==> config.mk <==
export PLATFORM = sky130hd
export DESIGN_NAME = fcsn_ctrl
export DESIGN_NICKNAME = d
export VERILOG_FILES = /design/src/fcsn_pkg.sv /design/src/fcsn_ctrl.sv
export SDC_FILE = /design/constraint.sdc
export NUM_CORES = 1
export LEC_CHECK = 0
export ABC_AREA = 0
export BUFFER_PORTS_ARGS = -buffer_cell sky130_fd_sc_hd__buf_2
export CORE_AREA = 3 3 40 42
export CTS_CLUSTER_DIAMETER = 120
export DETAILED_ROUTE_END_ITERATION = 6
export DIE_AREA = 0 0 43 45
export PLACE_DENSITY = 0.37
export SLEW_MARGIN = 10
export SYNTH_ARGS = -nofsm -noshare
export SYNTH_HDL_FRONTEND = slang
export SYNTH_SLANG_ARGS = --single-unit
==> constraint.sdc <==
create_clock -name clk -period 1.2 [get_ports clk]
set_input_delay 0.12 -clock clk [delete_from_list [all_inputs] [get_ports clk]]
set_output_delay 0.12 -clock clk [all_outputs]
set_load 0.05 [all_outputs]
==> src/fcsn_pkg.sv <==
// fcsn_pkg: shared types and codes of the flow classifier with sequence numbering
// used by fcsn_ctrl, fcsn_datapath and flow_classifier_seq_numbering_top
package fcsn_pkg;

    localparam int FLOW_NUM_W = 6;
    localparam int SEQ_W      = 32;
    localparam int KEY_W      = 96;

    typedef struct packed {
        logic [31:0] src_addr;
        logic [31:0] dst_addr;
        logic [15:0] src_port;
        logic [15:0] dst_port;
    } pkt_t;

    typedef struct packed {
        logic                  tagged_res;
        logic [FLOW_NUM_W-1:0] flow_number;
        logic [SEQ_W-1:0]      seq_number;
        logic                  new_flow;
        logic                  table_full;
    } res_t;

    typedef logic [1:0] res_kind_t;

    localparam res_kind_t RES_PASS = 2'd0;
    localparam res_kind_t RES_FULL = 2'd1;
    localparam res_kind_t RES_TAG  = 2'd2;

    // register word index on the config port
    localparam logic REG_COLLECT = 1'b0;

    typedef struct packed {
        logic      load;
        logic      scan;
        logic      take_hit;
        logic      take_miss;
        logic      upd;
        logic      emit;
        res_kind_t kind;
    } cmd_t;

    typedef struct packed {
        logic hit;
        logic miss;
        logic full;
    } stat_t;

endpackage

==> src/fcsn_ctrl.sv <==
// fcsn_ctrl: sequencing state machine of the flow classifier
// depends on fcsn_pkg for command and status types
module fcsn_ctrl
(
    input  logic           clk,
    input  logic           rst_n,
    input  logic           start,
    input  logic           collect_enable,
    input  fcsn_pkg::stat_t stat,
    output fcsn_pkg::cmd_t  cmd,
    output logic           busy
);

    localparam logic [1:0] ST_IDLE  = 2'd0;
    localparam logic [1:0] ST_SCAN  = 2'd1;
    localparam logic [1:0] ST_SEQRD = 2'd2;
    localparam logic [1:0] ST_SEQWR = 2'd3;

    logic [1:0] state_reg;
    logic [1:0] state_next;

    always_ff @(posedge clk or negedge rst_n)
    begin
        if (!rst_n)
        begin
            state_reg <= ST_IDLE;
        end
        else
        begin
            state_reg <= state_next;
        end
    end

    always_comb
    begin
        cmd        = '0;
        cmd.kind   = fcsn_pkg::RES_PASS;
        state_next = state_reg;
        unique case (state_reg)
            ST_IDLE:
            begin
                if (start)
                begin
                    cmd.load = 1'b1;
                    if (!collect_enable)
                    begin
                        cmd.emit = 1'b1;
                        cmd.kind = fcsn_pkg::RES_PASS;
                    end
                    else
                    begin
                        state_next = ST_SCAN;
                    end
                end
            end
            ST_SCAN:
            begin
                cmd.scan = 1'b1;
                if (stat.hit)
                begin
                    cmd.take_hit = 1'b1;
                    state_next   = ST_SEQRD;
                end
                else if (stat.miss)
                begin
                    if (stat.full)
                    begin
                        cmd.emit   = 1'b1;
                        cmd.kind   = fcsn_pkg::RES_FULL;
                        state_next = ST_IDLE;
                    end
                    else
                    begin
                        cmd.take_miss = 1'b1;
                        state_next    = ST_SEQRD;
                    end
                end
            end
            ST_SEQRD:
            begin
                state_next = ST_SEQWR;
            end
            ST_SEQWR:
            begin
                cmd.upd    = 1'b1;
                cmd.emit   = 1'b1;
                cmd.kind   = fcsn_pkg::RES_TAG;
                state_next = ST_IDLE;
            end
            default:
            begin
                state_next = ST_IDLE;
            end
        endcase
    end

    assign busy = (state_reg != ST_IDLE);

endmodule

### After elaboration in Yosys (flattened, before gate mapping)

Cells that the tools add are included.

* output and inout bits: 9
* register bits: 2
* word-level logic and storage cells: 30
* bits of input ports: 7

* reduce and logical (&&, ||, !) cells: 3
* mux-type cells: 20
* equality and inequality tests: 6

Operators with widths (number)
* $mux 3: 6
* $mux 2: 5
* $pmux 3 s3: 1
* $pmux 2 s4: 1
* $mux 1: 7
* $eq 2x2->1 const B: 2
* $ne 2x2->1 const B: 2
* $ne 3x3->1 const B: 1
* $reduce_and 3->1: 1
* $eq 2x1->1 const B: 1
* $logic_not 2->1: 1
* $reduce_bool 2->1: 1

### Logic depth before layout (Yosys ltp)

* depth after elaboration: 4
* depth in mapped cells: 3
* gate-level depth less buffers: 3

### Least setup slack after synthesis

No wires, ideal clock.

* path type: register to output
* from: reg with a tool-made name
* to: out cmd[4] in the netlist's numbering
* required time: 1.080 ns
* slack: -1.213 ns
* buffers on the path: 0
* arrival time: 2.293 ns
* cell stages (with the launch flop): 3
* cell sequence: dfrtp_1 nor2b_4 nor4bb_1

RTL lines
* end, declared: RTL line fcsn_ctrl.sv:10 `output fcsn_pkg::cmd_t cmd,`

==> impl_metrics.yaml <==
floorplanning:
  die_w_microns: 43
  start_util: 0.134
  rows: 13
  design.core.area_sq_mm: 0.00128
  die_area_sq_mm: 0.00194
  ioPinCount: 16
  die_height_microns: 45
job:
  cap_violations: 0
critical_path:
  cpPeakStageDelay_ns: 0.39
  path_cells: "nor2b_4 -> and4b_4 -> a211o_4 -> buf_8"
  worst-path-max-fanout: 4
  path_buf_inv: 1
  path_delay_family: "flip-flops"
  cp.arrival_ns: 1.37
  critPathKind: "register to output pin"
  worst_setup_path_end_kind: "output pin"
  crit_slowest_cell: "dfrtp_1"
  rrSetupSlack_ns: 0.12
  critPathRequiredTime_ns: 1.08
  cp-start-kind: "register"
synth:
  avgSynthCellArea_sq_um: 8.22
  synth_seq_area_share: 0.290
  synthCells: 21
  ys_ff_latch: 2
  synth.distinct_cells: 15
  syn_area_sq_um: 173
  syn-num-nets: 28
  ys.warnings.count: 0
layout:
  multiInputGateArea_sq_um: 140
  layout.nets: 53
  final_area_sq_um: 439
  fin_cells: 59
  nFillCells: 139
  drive_above_1_share: 0.727
  final_common_cell: "buf_2"
  area_growth_pct: 154
  register_area_sq_um: 51.3
  mostFrequentLayoutCells: "buf_2 (7), buf_6 (6), buf_8 (4)"
  n_antenna_cell: 0
sta:
  period_minus_slack_ns: 1.49
  setup_viol: 6
  fin_crit_sh: 1.24
  slew_headroom: 0.835
  hold_slack_ns: 0.215
  hold_viol_final: 0
  clock_skew_ns: 0.00318
  fmax_mhz: 673
  setup_slack_ns: -0.286
  tns_ns: -1.15
  rsz0062_at_grt: "true"
  drv_slew: 0
  worstMarginPinSlew_ns: 0.250
place:
  place_congestion: 0.630
  pre_cts_slack_ns: -0.120
  dpl_cell_area_sq_um: 302
  portBuffers: 15
  dp.cells: 51
  dpl.hpwl_microns: 472
cts:
  clkSinkCount: 2
  cts_tree: "built"
  cts_buffer_depth: 2
  numCtsBuffers: 3
  worstSkewPairLatency_ns: 0.22
  clkSlewWorstSetupHoldPaths_ns: 0.03
  clockRootBuffer: "clkbuf_4"
  cts.htree.levels: 1
power_and_ir_drop:
  p_per_area_mw_per_mm2: 3040
  ir_drop_mv: 1.07
  p_leak_nw: 0.220
routing:
  drt_iter0_drc: 7
  num_vias: 233
  wl_per_cell_microns: 10.3
  drc: 0
  detail-route-antenna-nets: 0
  finalWirelength_microns: 607
  vias_per_cell: 3.95
  drtPass1Iterations: 3
global_route:
  grt-ovfl-total: 0
  grtUsageTotal: 0.0716
  grt_pass1_vias: 239
  grt_pass1_wl_microns: 966
  antenna_found_initial: 0
  grt_start_max_net_pins: 6
outcome:
  failed_checks: "setup timing"
  outcome: "complete, but fails checks"
hold_path:
  hp-class: "input port to asynchronous set/reset pin"
-- power by group --
part	switching (mW)	total, mW	internal (mW)
clock	0.0378	0.148	0.110
combinational	0.562	1.05	0.483
sequential	0.0404	0.144	0.103
-- Yosys cell counts, drive strengths merged --
library cell | number | share of area
and2 | 2 | 0.080
nor2b | 2 | 0.12
inv | 3 | 0.065
or2 | 1 | 0.036
and4b | 1 | 0.080
nor4bb | 1 | 0.058
a21oi | 1 | 0.029
nand2 | 1 | 0.022
o21ai | 3 | 0.087
buf | 1 | 0.043
dfrtp | 2 | 0.29
nor2 | 2 | 0.043
a211o | 1 | 0.051
-- repair_timing --
action | CTS | global route
hold buffers | 1 | 0
setup buffers | 3 | 2
setup endpoints to repair | 9 | 9
gates resized for setup | 19 | 5
endpoints found under the hold margin | 2 | 0
pin swaps | 2 | 0
-- per-stage QoR --
step | utilization | power, mW
finish | 0.342 | 1.34
global route | 0.342 | 1.40
CTS | 0.323 | 1.28
detailed placement | 0.235 | 0.886
global placement | 0.235 | 0.873
floorplan | - | 0.735
-- routing by layer --
metal | wire, microns | GRT usage | up-vias
met5 | 0 | 0 | -
met4 | 0 | 0.0723 | 0
met3 | 52 | 0.0438 | 0
met2 | 311 | 0.108 | 10
met1 | 243 | 0.0651 | 106
li1 | - | - | 117
-- cell type report --
class,count,area share
clock buffer,3,0.0513
inverter,3,0.0256
multi-input combinational,15,0.319
sequential,2,0.117
tap,15,0.0427
timing repair buffer,21,0.444
-- path summary, 6_finish.rpt --
check,startpoint,end,depth (start not counted)
min,rst_n,state_reg[0]$_DFFE_PN0P_,2
max in group asynchronous,rst_n,asynchronous set/reset pin,2
min in group clk,stat[1],state_reg[0]$_DFFE_PN0P_,4
max,state_reg[0]$_DFFE_PN0P_,cmd[2],4
max reg2reg,state_reg[0]$_DFFE_PN0P_,register,5
min reg2reg,register,register,2
-- logic make-up after synthesis --
| family | synth area share |
|---|---|
| flops | 0.290 |
| simple gates | 0.435 |
| compound gates | 0.167 |
| buf+inv | 0.109 |
(Power assumes the default switching activity.)
